<file path="src/sv/asc_pkg.sv">
// ----------------------------------------------------------------------------
// Alarm sensor code qualifier package
// Shared constants, codes and types for the qualifier, its sequencer and RAM.
// ----------------------------------------------------------------------------
package asc_pkg;

	// Table geometry
	localparam int NUM_ENTRIES = 32;
	localparam int IDX_W       = (NUM_ENTRIES > 1) ? $clog2(NUM_ENTRIES) : 1;
	localparam int CNT_W       = $clog2(NUM_ENTRIES + 1);
	// Wide enough to hold any entry number and any loaded index
	localparam int WIDE_W      = 9;

	// Field widths
	localparam int KIND_W  = 2;
	localparam int TIME_W  = 32;
	localparam int CODE_W  = 32;
	localparam int EIDX_W  = 5;
	localparam int GRP_W   = 2;
	localparam int CMD_W   = 3;
	localparam int BLANK_W = 16;

	localparam logic [BLANK_W-1:0] BLANK_RESET = 16'd1500;

	// Item kinds
	localparam logic [KIND_W-1:0] KIND_LOAD = 2'd0;
	localparam logic [KIND_W-1:0] KIND_RF   = 2'd1;
	localparam logic [KIND_W-1:0] KIND_CMD  = 2'd2;

	// Host commands
	localparam logic [CMD_W-1:0] CMD_ARM     = 3'd0;
	localparam logic [CMD_W-1:0] CMD_DISARM  = 3'd1;
	localparam logic [CMD_W-1:0] CMD_SNIFF   = 3'd2;
	localparam logic [CMD_W-1:0] CMD_DISPLAY = 3'd3;
	localparam logic [CMD_W-1:0] CMD_LED     = 3'd4;

	// Entry groups
	localparam logic [GRP_W-1:0] GRP_DISARM     = 2'd0;
	localparam logic [GRP_W-1:0] GRP_ARM        = 2'd1;
	localparam logic [GRP_W-1:0] GRP_ALWAYS     = 2'd2;
	localparam logic [GRP_W-1:0] GRP_ARMED_ONLY = 2'd3;

	// One table entry as held in the RAM
	typedef struct packed {
		logic [CODE_W-1:0] code;
		logic [GRP_W-1:0]  grp;
		logic [TIME_W-1:0] last;
	} ram_word_t;

	localparam int RAM_W = $bits(ram_word_t);

	// One input word as captured by the sequencer
	typedef struct packed {
		logic [KIND_W-1:0] kind;
		logic [TIME_W-1:0] now_ms;
		logic [CODE_W-1:0] code;
		logic [EIDX_W-1:0] entry_index;
		logic [GRP_W-1:0]  entry_group;
		logic [CMD_W-1:0]  command;
	} item_t;

	// Sequencer status handed to the update logic
	typedef struct packed {
		logic              vld;
		item_t             item;
		logic              hit;
		logic [IDX_W-1:0]  hit_idx;
		logic [GRP_W-1:0]  hit_grp;
		logic [TIME_W-1:0] hit_last;
	} done_t;

endpackage

</file>
<file path="src/sv/asc_in_if.sv">
// ----------------------------------------------------------------------------
// Qualifier input channel
// Valid/ready channel carrying one load, RF-code or command word.
// ----------------------------------------------------------------------------
interface asc_in_if;
	import asc_pkg::*;

	logic              valid;
	logic              ready;
	logic [KIND_W-1:0] kind;
	logic [TIME_W-1:0] now_ms;
	logic [CODE_W-1:0] code;
	logic [EIDX_W-1:0] entry_index;
	logic [GRP_W-1:0]  entry_group;
	logic [CMD_W-1:0]  command;

	modport source (
		output valid, kind, now_ms, code, entry_index, entry_group, command,
		input  ready
	);

	modport sink (
		input  valid, kind, now_ms, code, entry_index, entry_group, command,
		output ready
	);

endinterface

</file>
<file path="src/sv/asc_out_if.sv">
// ----------------------------------------------------------------------------
// Qualifier output channel
// Valid/ready channel carrying one result word per input word.
// ----------------------------------------------------------------------------
interface asc_out_if;
	import asc_pkg::*;

	logic              valid;
	logic              ready;
	logic              notify_known;
	logic              notify_unknown;
	logic [EIDX_W-1:0] matched_index;
	logic [CODE_W-1:0] code_echo;
	logic              armed;
	logic              led_on;
	logic              display_on;
	logic              sniffing_on;

	modport source (
		output valid, notify_known, notify_unknown, matched_index, code_echo,
		output armed, led_on, display_on, sniffing_on,
		input  ready
	);

	modport sink (
		input  valid, notify_known, notify_unknown, matched_index, code_echo,
		input  armed, led_on, display_on, sniffing_on,
		output ready
	);

endinterface

</file>
<file path="src/sv/asc_ram.sv">
// ----------------------------------------------------------------------------
// Generic single-port-write RAM
// One write port and one read port, read data registered.
// ----------------------------------------------------------------------------
module asc_ram #(
	parameter int WIDTH = 8,
	parameter int DEPTH = 16
) (
	input  logic                                   clk,
	input  logic                                   we,
	input  logic [((DEPTH > 1) ? $clog2(DEPTH) : 1)-1:0] waddr,
	input  logic [WIDTH-1:0]                       wdata,
	input  logic                                   re,
	input  logic [((DEPTH > 1) ? $clog2(DEPTH) : 1)-1:0] raddr,
	output logic [WIDTH-1:0]                       rdata
);

	logic [WIDTH-1:0] mem [DEPTH];

	// Write port
	always_ff @(posedge clk) begin
		if (we) begin
			mem[waddr] <= wdata;
		end
	end

	// Registered read port
	always_ff @(posedge clk) begin
		if (re) begin
			rdata <= mem[raddr];
		end
	end

endmodule

</file>
<file path="src/sv/asc_ctrl.sv">
// ----------------------------------------------------------------------------
// Qualifier sequencer
// Captures one input word, scans the table RAM for an RF code word to find the first
// valid entry whose code matches, and holds the outcome until the update logic takes it.
// ----------------------------------------------------------------------------
module asc_ctrl (
	input  logic                              clk,
	input  logic                              arst_n,
	asc_in_if.sink                            in_ch,
	input  logic [asc_pkg::NUM_ENTRIES-1:0]   valid,
	input  asc_pkg::ram_word_t                rd_data,
	output logic                              rd_en,
	output logic [asc_pkg::IDX_W-1:0]         rd_addr,
	output asc_pkg::done_t                    done,
	input  logic                              take
);
	import asc_pkg::*;

	localparam logic [1:0] ST_IDLE   = 2'd0;
	localparam logic [1:0] ST_SEARCH = 2'd1;
	localparam logic [1:0] ST_DONE   = 2'd2;

	logic [1:0]        state_q;
	item_t             item_q;
	logic [CNT_W-1:0]  rd_cnt_q;
	logic              cmp_vld_s1;
	logic [IDX_W-1:0]  cmp_idx_s1;
	logic              hit_q;
	logic [IDX_W-1:0]  hit_idx_q;
	logic [GRP_W-1:0]  hit_grp_q;
	logic [TIME_W-1:0] hit_last_q;
	logic              accept;
	logic              match;
	logic              last_cmp;

	assign in_ch.ready = (state_q == ST_IDLE);
	assign accept      = in_ch.valid && in_ch.ready;

	// Read side of the scan: one entry per cycle, lowest index first
	assign rd_en   = (state_q == ST_SEARCH) && (rd_cnt_q < CNT_W'(NUM_ENTRIES));
	assign rd_addr = rd_cnt_q[IDX_W-1:0];

	// Compare side: the data read in the previous cycle
	assign match    = cmp_vld_s1 && valid[cmp_idx_s1] && (rd_data.code == item_q.code);
	assign last_cmp = cmp_vld_s1 && (cmp_idx_s1 == IDX_W'(NUM_ENTRIES - 1));

	// Sequencer state
	always_ff @(posedge clk or negedge arst_n) begin
		if (!arst_n) begin
			state_q    <= ST_IDLE;
			rd_cnt_q   <= '0;
			cmp_vld_s1 <= 1'b0;
			hit_q      <= 1'b0;
		end else begin
			unique case (state_q)
				ST_IDLE: begin
					if (accept) begin
						state_q    <= (in_ch.kind == KIND_RF) ? ST_SEARCH : ST_DONE;
						rd_cnt_q   <= '0;
						cmp_vld_s1 <= 1'b0;
						hit_q      <= 1'b0;
					end
				end
				ST_SEARCH: begin
					cmp_vld_s1 <= rd_en;
					if (rd_en) begin
						rd_cnt_q <= rd_cnt_q + CNT_W'(1);
					end
					if (match) begin
						hit_q   <= 1'b1;
						state_q <= ST_DONE;
					end else if (last_cmp) begin
						state_q <= ST_DONE;
					end
				end
				ST_DONE: begin
					cmp_vld_s1 <= 1'b0;
					if (take) begin
						state_q <= ST_IDLE;
					end
				end
				default: begin
					state_q <= ST_IDLE;
				end
			endcase
		end
	end

	// Payload: the captured word, the compare tag and the matched entry
	always_ff @(posedge clk) begin
		if (accept) begin
			item_q.kind        <= in_ch.kind;
			item_q.now_ms      <= in_ch.now_ms;
			item_q.code        <= in_ch.code;
			item_q.entry_index <= in_ch.entry_index;
			item_q.entry_group <= in_ch.entry_group;
			item_q.command     <= in_ch.command;
		end
		cmp_idx_s1 <= rd_addr;
		if (state_q == ST_SEARCH && match) begin
			hit_idx_q  <= cmp_idx_s1;
			hit_grp_q  <= rd_data.grp;
			hit_last_q <= rd_data.last;
		end
	end

	assign done.vld      = (state_q == ST_DONE);
	assign done.item     = item_q;
	assign done.hit      = hit_q;
	assign done.hit_idx  = hit_idx_q;
	assign done.hit_grp  = hit_grp_q;
	assign done.hit_last = hit_last_q;

endmodule

</file>
<file path="src/sv/alarm_sensor_code_qualifier.sv">
// A load or command word goes straight to its outcome; an RF code word first
// scans the table, up to NUM_ENTRIES entries, stopping at the first match.
// Throughput: one word at a time, set by the one-entry-per-cycle scan of the
// table RAM read port; back-pressure on the result adds to that.
// Reset: all table entries invalid, armed and display on, sniffing and LED off,
// blanking interval 1500 ms. The table RAM itself is not cleared.
// ----------------------------------------------------------------------------
// Alarm sensor code qualifier
// Matches received RF codes against a table of learnt devices, applies a shared
// blanking interval to each device and tracks the arm, display, LED and sniff flags.
// ----------------------------------------------------------------------------
module alarm_sensor_code_qualifier (
	input  logic                       clk,
	input  logic                       arst_n,
	asc_in_if.sink                     in_ch,
	asc_out_if.source                  out_ch,
	input  logic                       cfg_we,
	input  logic [asc_pkg::BLANK_W-1:0] cfg_wdata
);
	import asc_pkg::*;

	logic [BLANK_W-1:0]     blank_q;
	logic [NUM_ENTRIES-1:0] valid_q;
	logic                   armed_q;
	logic                   sniff_q;
	logic                   disp_q;
	logic                   led_q;

	done_t                  done;
	logic                   take;
	logic                   rd_en;
	logic [IDX_W-1:0]       rd_addr;
	ram_word_t              rd_data;
	logic                   ram_we;
	logic                   upd_we;
	logic [IDX_W-1:0]       ram_addr;
	ram_word_t              ram_wdata;

	logic [WIDE_W-1:0]      ld_ext;
	logic                   ld_ok;
	logic [WIDE_W-1:0]      hit_ext;
	logic [TIME_W-1:0]      age;
	logic                   pass;

	logic                   armed_d;
	logic                   sniff_d;
	logic                   disp_d;
	logic                   led_d;
	logic                   nk_d;
	logic                   nu_d;
	logic [EIDX_W-1:0]      mi_d;

	logic                   out_vld_q;
	logic                   nk_q;
	logic                   nu_q;
	logic [EIDX_W-1:0]      mi_q;
	logic [CODE_W-1:0]      code_q;
	logic                   armed_out_q;
	logic                   led_out_q;
	logic                   disp_out_q;
	logic                   sniff_out_q;

	// Table RAM: code, group and last-seen time of every entry
	asc_ram #(
		.WIDTH (RAM_W),
		.DEPTH (NUM_ENTRIES)
	) u_table (
		.clk   (clk),
		.we    (ram_we),
		.waddr (ram_addr),
		.wdata (ram_wdata),
		.re    (rd_en),
		.raddr (rd_addr),
		.rdata (rd_data)
	);

	asc_ctrl u_ctrl (
		.clk     (clk),
		.arst_n  (arst_n),
		.in_ch   (in_ch),
		.valid   (valid_q),
		.rd_data (rd_data),
		.rd_en   (rd_en),
		.rd_addr (rd_addr),
		.done    (done),
		.take    (take)
	);

	// The outcome is taken once the result register is free
	assign take = done.vld && (!out_vld_q || out_ch.ready);

	// Load index range check and blanking test
	assign ld_ext  = WIDE_W'(done.item.entry_index);
	assign ld_ok   = (ld_ext < WIDE_W'(NUM_ENTRIES));
	assign hit_ext = WIDE_W'(done.hit_idx);
	assign age     = done.item.now_ms - done.hit_last;
	assign pass    = (age > TIME_W'(blank_q));

	// Effects of the finished word on flags, table and result
	always_comb begin
		armed_d   = armed_q;
		sniff_d   = sniff_q;
		disp_d    = disp_q;
		led_d     = led_q;
		nk_d      = 1'b0;
		nu_d      = 1'b0;
		mi_d      = '0;
		upd_we    = 1'b0;
		ram_addr  = done.hit_idx;
		ram_wdata.code = done.item.code;
		ram_wdata.grp  = done.hit_grp;
		ram_wdata.last = done.item.now_ms;
		case (done.item.kind)
			KIND_LOAD: begin
				if (ld_ok) begin
					upd_we         = 1'b1;
					ram_addr       = ld_ext[IDX_W-1:0];
					ram_wdata.grp  = done.item.entry_group;
					ram_wdata.last = '0;
				end
			end
			KIND_RF: begin
				if (done.hit) begin
					mi_d = hit_ext[EIDX_W-1:0];
					if (pass) begin
						upd_we = 1'b1;
						if (done.hit_grp != GRP_ARMED_ONLY || armed_q) begin
							led_d = 1'b1;
							nk_d  = 1'b1;
						end
						if (done.hit_grp == GRP_ARM) begin
							armed_d = 1'b1;
							disp_d  = 1'b0;
							led_d   = 1'b0;
						end else if (done.hit_grp == GRP_DISARM) begin
							armed_d = 1'b0;
							disp_d  = 1'b1;
							led_d   = 1'b0;
						end
					end
				end else begin
					nu_d = sniff_q;
				end
			end
			KIND_CMD: begin
				case (done.item.command)
					CMD_ARM:     armed_d = 1'b1;
					CMD_DISARM:  armed_d = 1'b0;
					CMD_SNIFF:   sniff_d = !sniff_q;
					CMD_DISPLAY: disp_d  = !disp_q;
					CMD_LED:     led_d   = !led_q;
					default:     ;
				endcase
			end
			default: ;
		endcase
	end

	assign ram_we = take && upd_we;

	// Blanking interval register
	always_ff @(posedge clk or negedge arst_n) begin
		if (!arst_n) begin
			blank_q <= BLANK_RESET;
		end else if (cfg_we) begin
			blank_q <= cfg_wdata;
		end
	end

	// Entry valid marks and system flags
	always_ff @(posedge clk or negedge arst_n) begin
		if (!arst_n) begin
			valid_q <= '0;
			armed_q <= 1'b1;
			sniff_q <= 1'b0;
			disp_q  <= 1'b1;
			led_q   <= 1'b0;
		end else if (take) begin
			if (done.item.kind == KIND_LOAD && ld_ok) begin
				valid_q[ld_ext[IDX_W-1:0]] <= 1'b1;
			end
			armed_q <= armed_d;
			sniff_q <= sniff_d;
			disp_q  <= disp_d;
			led_q   <= led_d;
		end
	end

	// Result register: valid flag
	always_ff @(posedge clk or negedge arst_n) begin
		if (!arst_n) begin
			out_vld_q <= 1'b0;
		end else if (take) begin
			out_vld_q <= 1'b1;
		end else if (out_ch.ready) begin
			out_vld_q <= 1'b0;
		end
	end

	// Result register: payload
	always_ff @(posedge clk) begin
		if (take) begin
			nk_q        <= nk_d;
			nu_q        <= nu_d;
			mi_q        <= mi_d;
			code_q      <= done.item.code;
			armed_out_q <= armed_d;
			led_out_q   <= led_d;
			disp_out_q  <= disp_d;
			sniff_out_q <= sniff_d;
		end
	end

	assign out_ch.valid          = out_vld_q;
	assign out_ch.notify_known   = nk_q;
	assign out_ch.notify_unknown = nu_q;
	assign out_ch.matched_index  = mi_q;
	assign out_ch.code_echo      = code_q;
	assign out_ch.armed          = armed_out_q;
	assign out_ch.led_on         = led_out_q;
	assign out_ch.display_on     = disp_out_q;
	assign out_ch.sniffing_on    = sniff_out_q;

	// A new word is never accepted while an outcome waits to be taken
	a_no_accept_when_done: assert property (@(posedge clk) disable iff (!arst_n)
		(in_ch.valid && in_ch.ready) |-> !done.vld)
		else $error("input word accepted while an outcome is pending");

	// The table is written only when an outcome is taken
	a_write_on_take: assert property (@(posedge clk) disable iff (!arst_n)
		ram_we |-> take)
		else $error("table written outside of an outcome hand-over");

	// A result word never reports a known and an unknown event together
	a_notify_exclusive: assert property (@(posedge clk) disable iff (!arst_n)
		out_ch.valid |-> !(out_ch.notify_known && out_ch.notify_unknown))
		else $error("known and unknown notify raised together");

	// Valid marks are never lost once set
	a_valid_monotonic: assert property (@(posedge clk) disable iff (!arst_n)
		$countones(valid_q) >= $countones($past(valid_q)))
		else $error("table entry lost its valid mark");

endmodule

</file>
<file path="src/flat_wrapper.sv">
// flat-port wrapper written by rule: the top's interface ports become plain ports
module alarm_sensor_code_qualifier_flat import asc_pkg::*;
  (clk, arst_n, cfg_we, cfg_wdata, in_ch_valid, in_ch_kind, in_ch_now_ms, in_ch_code, in_ch_entry_index, in_ch_entry_group, in_ch_command, in_ch_ready, out_ch_valid, out_ch_notify_known, out_ch_notify_unknown, out_ch_matched_index, out_ch_code_echo, out_ch_armed, out_ch_led_on, out_ch_display_on, out_ch_sniffing_on, out_ch_ready);
  asc_in_if in_ch_i ();
  asc_out_if out_ch_i ();
  input  logic clk;
  input  logic arst_n;
  input  logic cfg_we;
  input  logic [asc_pkg::BLANK_W-1:0] cfg_wdata;
  input wire logic [$bits(in_ch_i.valid)-1:0] in_ch_valid;
  input wire logic [$bits(in_ch_i.kind)-1:0] in_ch_kind;
  input wire logic [$bits(in_ch_i.now_ms)-1:0] in_ch_now_ms;
  input wire logic [$bits(in_ch_i.code)-1:0] in_ch_code;
  input wire logic [$bits(in_ch_i.entry_index)-1:0] in_ch_entry_index;
  input wire logic [$bits(in_ch_i.entry_group)-1:0] in_ch_entry_group;
  input wire logic [$bits(in_ch_i.command)-1:0] in_ch_command;
  output wire logic [$bits(in_ch_i.ready)-1:0] in_ch_ready;
  output wire logic [$bits(out_ch_i.valid)-1:0] out_ch_valid;
  output wire logic [$bits(out_ch_i.notify_known)-1:0] out_ch_notify_known;
  output wire logic [$bits(out_ch_i.notify_unknown)-1:0] out_ch_notify_unknown;
  output wire logic [$bits(out_ch_i.matched_index)-1:0] out_ch_matched_index;
  output wire logic [$bits(out_ch_i.code_echo)-1:0] out_ch_code_echo;
  output wire logic [$bits(out_ch_i.armed)-1:0] out_ch_armed;
  output wire logic [$bits(out_ch_i.led_on)-1:0] out_ch_led_on;
  output wire logic [$bits(out_ch_i.display_on)-1:0] out_ch_display_on;
  output wire logic [$bits(out_ch_i.sniffing_on)-1:0] out_ch_sniffing_on;
  input wire logic [$bits(out_ch_i.ready)-1:0] out_ch_ready;
  assign in_ch_i.valid = in_ch_valid;
  assign in_ch_i.kind = in_ch_kind;
  assign in_ch_i.now_ms = in_ch_now_ms;
  assign in_ch_i.code = in_ch_code;
  assign in_ch_i.entry_index = in_ch_entry_index;
  assign in_ch_i.entry_group = in_ch_entry_group;
  assign in_ch_i.command = in_ch_command;
  assign in_ch_ready = in_ch_i.ready;
  assign out_ch_valid = out_ch_i.valid;
  assign out_ch_notify_known = out_ch_i.notify_known;
  assign out_ch_notify_unknown = out_ch_i.notify_unknown;
  assign out_ch_matched_index = out_ch_i.matched_index;
  assign out_ch_code_echo = out_ch_i.code_echo;
  assign out_ch_armed = out_ch_i.armed;
  assign out_ch_led_on = out_ch_i.led_on;
  assign out_ch_display_on = out_ch_i.display_on;
  assign out_ch_sniffing_on = out_ch_i.sniffing_on;
  assign out_ch_i.ready = out_ch_ready;
  alarm_sensor_code_qualifier u_core (.clk(clk), .arst_n(arst_n), .in_ch(in_ch_i), .out_ch(out_ch_i), .cfg_we(cfg_we), .cfg_wdata(cfg_wdata));
endmodule
</file>
<file path="config.mk">
export PLATFORM = sky130hd
export DESIGN_NAME = alarm_sensor_code_qualifier_flat
export DESIGN_NICKNAME = d
export VERILOG_FILES = /design/src/sv/asc_pkg.sv /design/src/sv/asc_in_if.sv /design/src/sv/asc_out_if.sv /design/src/sv/asc_ram.sv /design/src/sv/asc_ctrl.sv /design/src/sv/alarm_sensor_code_qualifier.sv /design/src/flat_wrapper.sv
export SDC_FILE = /design/constraint.sdc
export NUM_CORES = 2
export LEC_CHECK = 0
export BUFFER_PORTS_ARGS = -buffer_cell sky130_fd_sc_hd__buf_4
export CAP_MARGIN = 20
export CORE_MARGIN = 2
export CORE_UTILIZATION = 45
export CTS_BUF_LIST = sky130_fd_sc_hd__clkbuf_4
export CTS_CLUSTER_SIZE = 14
export DETAILED_ROUTE_END_ITERATION = 8
export PLACE_DENSITY_LB_ADDON = 0.3
export SYNTH_ARGS = -nofsm -noshare
export SYNTH_HDL_FRONTEND = slang
export SYNTH_SLANG_ARGS = --single-unit
export TNS_END_PERCENT = 20
</file>
<file path="constraint.sdc">
create_clock -name clk -period 8.01 [get_ports clk]
set_clock_uncertainty 0.1 [all_clocks]
set_input_delay 0.4005 -clock clk [delete_from_list [all_inputs] [get_ports clk]]
set_output_delay 0.4005 -clock clk [all_outputs]
set_load 0.02 [all_outputs]
</file>
==> metrics.md <==
| Metric | Value |
|---|---|
| CP Max Fanout | `34` |
| 1st-iter DRT viols | `~5600` |
| R2r endpoint | `u_core.u_table.mem[10][34]` |
| Vias in the first global route | `approximately 47000` |
| Max_cap viols | `0` |
| CTS clk-pin slew, worst paths | `around 70 ps` |
| Hold Path End | `u_core.u_ctrl.done[68]` |
| Hold Vio Cnt, Final | `0` |
| DR vias | `around 47000` |
| TritonCTS clock tree | `built` |
| Proportion of layout cells with a drive suffix above 1 | `approximately 38%` |
| Worst r2r src | `u_core.u_ctrl.hit_last_q[1]` |
| Yosys top cell by area | `edfxtp_1` |
| Leakage power figure | `35.6 nW` |
| Die height | `roughly 460 um` |
| Syn Area/Cell | `approximately 23 um2` |
| Share of the synthesized area in the top cell type | `between 70% and 80%` |
| Post-synth ARST share | `under 10%` |
| Crit-path leading delay family | `compound AO/OA/AOI/OAI gates` |
| Worst setup EP type | `register` |
| HP Class | `input pin to register` |
| CP arrival | `7290 ps` |
| Gpl congestion | `about 0.84` |
| Final Critical Period | `6410 ps` |
| Final worst path period share | `80.0%` |
| Nature of the critical path startpoint | `register` |
| Seq. cell area | `71900 um2` |
| Final WL | `~230000 um` |
| Post-synth cell types | `77` |
| RSZ-0062 raised after global routing | `false` |
| Root Buffer | `clkbuf_4` |
| Initial antenna violation count | `14` |
| Status | `finished, final reports clean` |
| I/O pin count | `roughly 140` |
| Synthesized instance count | `roughly 4000` |
| Row cnt | `about 170` |
| CTS Buffer Depth | `4` |
| Clk sinks | `2404` |
| Die extent in x | `approximately 460 um` |
| Max Fclk | `between 150 and 200 MHz` |
| Netlist Area Pre-Place | `around 93000 um2` |
| Slew Viols, Final | `0` |
| Port Buffers | `approximately 140` |
| NetSw | `roughly 4.9 mW` |
| Placed insts | `6818` |
| Vias per inst | `5.82` |
| Die area | `~210000 um2` |
| Sequential power share | `57.3%` |
| H-tree depth | `6` |
| Setup Buffers After CTS | `0` |
| Combinational cell fraction of total power | `less than 1%` |
| Buf/Inv on CP | `3` |
| Pwr Total | `between 20 and 25 mW` |
| Int Pwr | `18.9 mW` |
| Crit path largest cell delay | `just over 600 ps` |
| Peak supply drop | `slightly above 0.0001 V` |
| Worst hold start | `in_ch_code[18]` |
| Cell Chain, Critical Path | `inv_1 > ha_1 > nor2b_1 > o2111ai_1 > a2111oi_4 > nor2_1 > o21bai_1 > xor2_1 > ha_1 > nand4_1 > nor4_1 > o21ai_0 > a211o_1 > a2111oi_4 > nand4_4 > a21oi_4 > nor2_4 > buf_4 > buf_4` |
| Detail Placement HPWL | `about 140000 um` |
| DRC errors left | `0` |
| Layout area overhead | `16.1%` |
| Largest net degree at the start of global routing | `~130` |
| Worst slew pin tran | `approximately 1100 ps` |
| Worst EP required | `between 8000 and 9000 ps` |
| #FFs+latches synth | `between 2000 and 2500` |
| Clock latency on the worst-skew pair | `between 1000 and 1500 ps` |
| Wire per inst | `28.8 um` |
| Largest cells by area after synthesis | `edfxtp_1 (75%), mux4_2 (16%), dfrtp_1 (1.5%), mux2_2 (0.84%), ha_1 (0.69%)` |
| Hold path cells | `3` |
| Synth top cells by count | `edfxtp_1 (2336), mux4_2 (670), clkbuf_1 (119), nor2_1 (86)` |
| Top FF cell, synth | `edfxtp_1` |
| Cell Pwr Density | `approximately 220 nW/um2` |
| Initial Util | `45.4%` |
| TNS Setup | `0 ps` |
| CP max stage cell | `a2111oi_4` |
| Post-synthesis sequential area ratio | `between 70% and 80%` |
| Total gr overflow | `0` |
| Worst slew margin relative to its limit | `between 20% and 30%` |
| Synth Warn # | `0` |
| Antenna Nets Post-Route | `0` |
| Reg2reg path depth | `19` |
| Drt pass-1 iters | `6` |
| Total Nets Final | `a little over 5000` |
| Final setup viols | `0` |
| Cts bufs inserted | `between 600 and 700` |
| GR Util All Layers | `around 22%` |
| Post-Syn Nets | `approximately 4200` |
| Core area | `around 200000 um2` |
| Switching part of the total power | `20.5%` |
| R2R Setup Slk | `1600 ps` |
| EDFF count, synth | `approximately 2300` |
| Share of total power in the clock network | `42.0%` |
| Finished Layout Cells | `8081` |
| Top-count cell post-synth | `edfxtp_1` |
| First-pass GRT wire length | `~330000 um` |
| Multi-input logic area | `just over 20000 um2` |
| Crit Path Class | `register to register` |
| Filler Cell Count | `around 16000` |
-- flip-flops by register name, indices dropped and copies added, names as in the netlist, 6 cells and up --
register                  count
u_core.u_table.rdata         66
u_core.blank_q               16
u_core.u_ctrl.hit_last_q     32
u_core.u_ctrl.rd_cnt_q        6
u_core.u_table.mem         2112
u_core.valid_q               32
u_core.u_ctrl.done           76
u_core.out_ch.code_echo      32
-- per-stage QoR --
| step | area [um2] | worst slack (ps) | hold slack, ps | util, % |
|---|---|---|---|---|
| after floorplan | 93000 | 1040 | 4.91 | - |
| after global placement | 98300 | 1700 | 302 | 48.0 |
| after CTS | 108000 | 1560 | 13.9 | 52.7 |
| after detailed placement | 98400 | 1660 | 306 | 48.0 |
| after global routing | 108000 | 1120 | 85.4 | 52.7 |
| final | 108000 | 1600 | 169 | 52.7 |
-- kinds of logic (layout without fill, tap and decap cells) --
group | after synthesis | after routing | share of synthesized area [%]
DFF | 2404 | 2404 | 77.2
muxes | 743 | 743 | 17.1
and+or+nand+nor | 306 | 306 | 1.67
buffers and inverters | 254 | 1604 | 1.05
AOI/OAI and AO/OA | 219 | 219 | 1.71
xor gates and xnor gates | 56 | 56 | 0.527
adders and majority gates | 52 | 52 | 0.708
other | 0 | 9 | 0
-- worst min-delay path, delay by kind of cell --
family / cells / cell delay, ps
buffers and inverters: 3 / 1150
-- how the worst max path moves through the flow --
stage                                 from                          to  slack, ps  depth (start not counted)
5_1_grt        u_core.u_ctrl.hit_last_q[1]   u_core.u_table.mem[4][27]       1120                         19
3_3_place_gp   u_core.u_ctrl.hit_last_q[1]   u_core.u_table.mem[0][47]       1700                         21
6_report       u_core.u_ctrl.hit_last_q[1]  u_core.u_table.mem[10][34]       1600                         19
2_1_floorplan  u_core.u_ctrl.hit_last_q[1]   u_core.u_table.mem[21][0]       1040                         21
3_5_place_dp   u_core.u_ctrl.hit_last_q[1]   u_core.u_table.mem[7][41]       1660                         19
4_1_cts        u_core.u_ctrl.hit_last_q[1]   u_core.u_table.mem[4][27]       1560                         19
-- per-layer routing --
layer	track usage, %	part of all wire (%)
met1	33.7	43
met3	4.96	9.4
met2	32.2	46
met4	5.95	1.7
met5	0	0.0056
-- power groups by stage --
stage               Combinational (mW)  Sequential, mW  Clock [mW]
floorplan                       0.0206            13.9           0
global placement                0.0852            13.9           0
detailed placement              0.0863            13.9           0
CTS                              0.180            13.6        10.2
global route                     0.194            13.6        10.8
finish                           0.180            13.6        9.96
-- cells in the final DEF (no fill, tap or decap), types with 10 or more instances in the layout --
cell,count
xor2_1,42
nand3_1,22
buf_12,13
inv_2,15
dfrtp_1,49
nand2_1,69
buf_4,272
xnor2_1,14
nor2_1,52
clkinv_1,119
mux4_2,670
o21bai_1,21
o21a_1,12
dlygate4sd3_1,229
clkinv_2,14
and3_1,11
nor2_4,34
nand4_1,18
inv_1,62
edfxtp_1,2336
nor2b_2,13
mux2_2,69
nor2b_1,13
clkbuf_4,866
o21ai_0,33
nor4_1,10
ha_1,50
a21o_1,27
nand2b_1,14
a21oi_1,46
-- layout make-up --
| cell class | count | share of cell area (%) |
|---|---|---|
| clock inverters | 156 | 0.716 |
| well taps | 2688 | 3.11 |
| flip-flops and latches | 2404 | 66.5 |
| multi-input cells | 1376 | 19.1 |
| inverters | 64 | 0.227 |
| repair buffers | 518 | 4.31 |
| clock buffers | 866 | 6.02 |
| diodes | 9 | 0.0209 |
-- timing repair --
item / in CTS / in global routing
resized for setup: 0 / 0
setup endpoints to repair: 0 / 0
hold endpoints to repair: 236 / 0
hold buffers: 230 / 0
(Power assumes the default switching activity.)
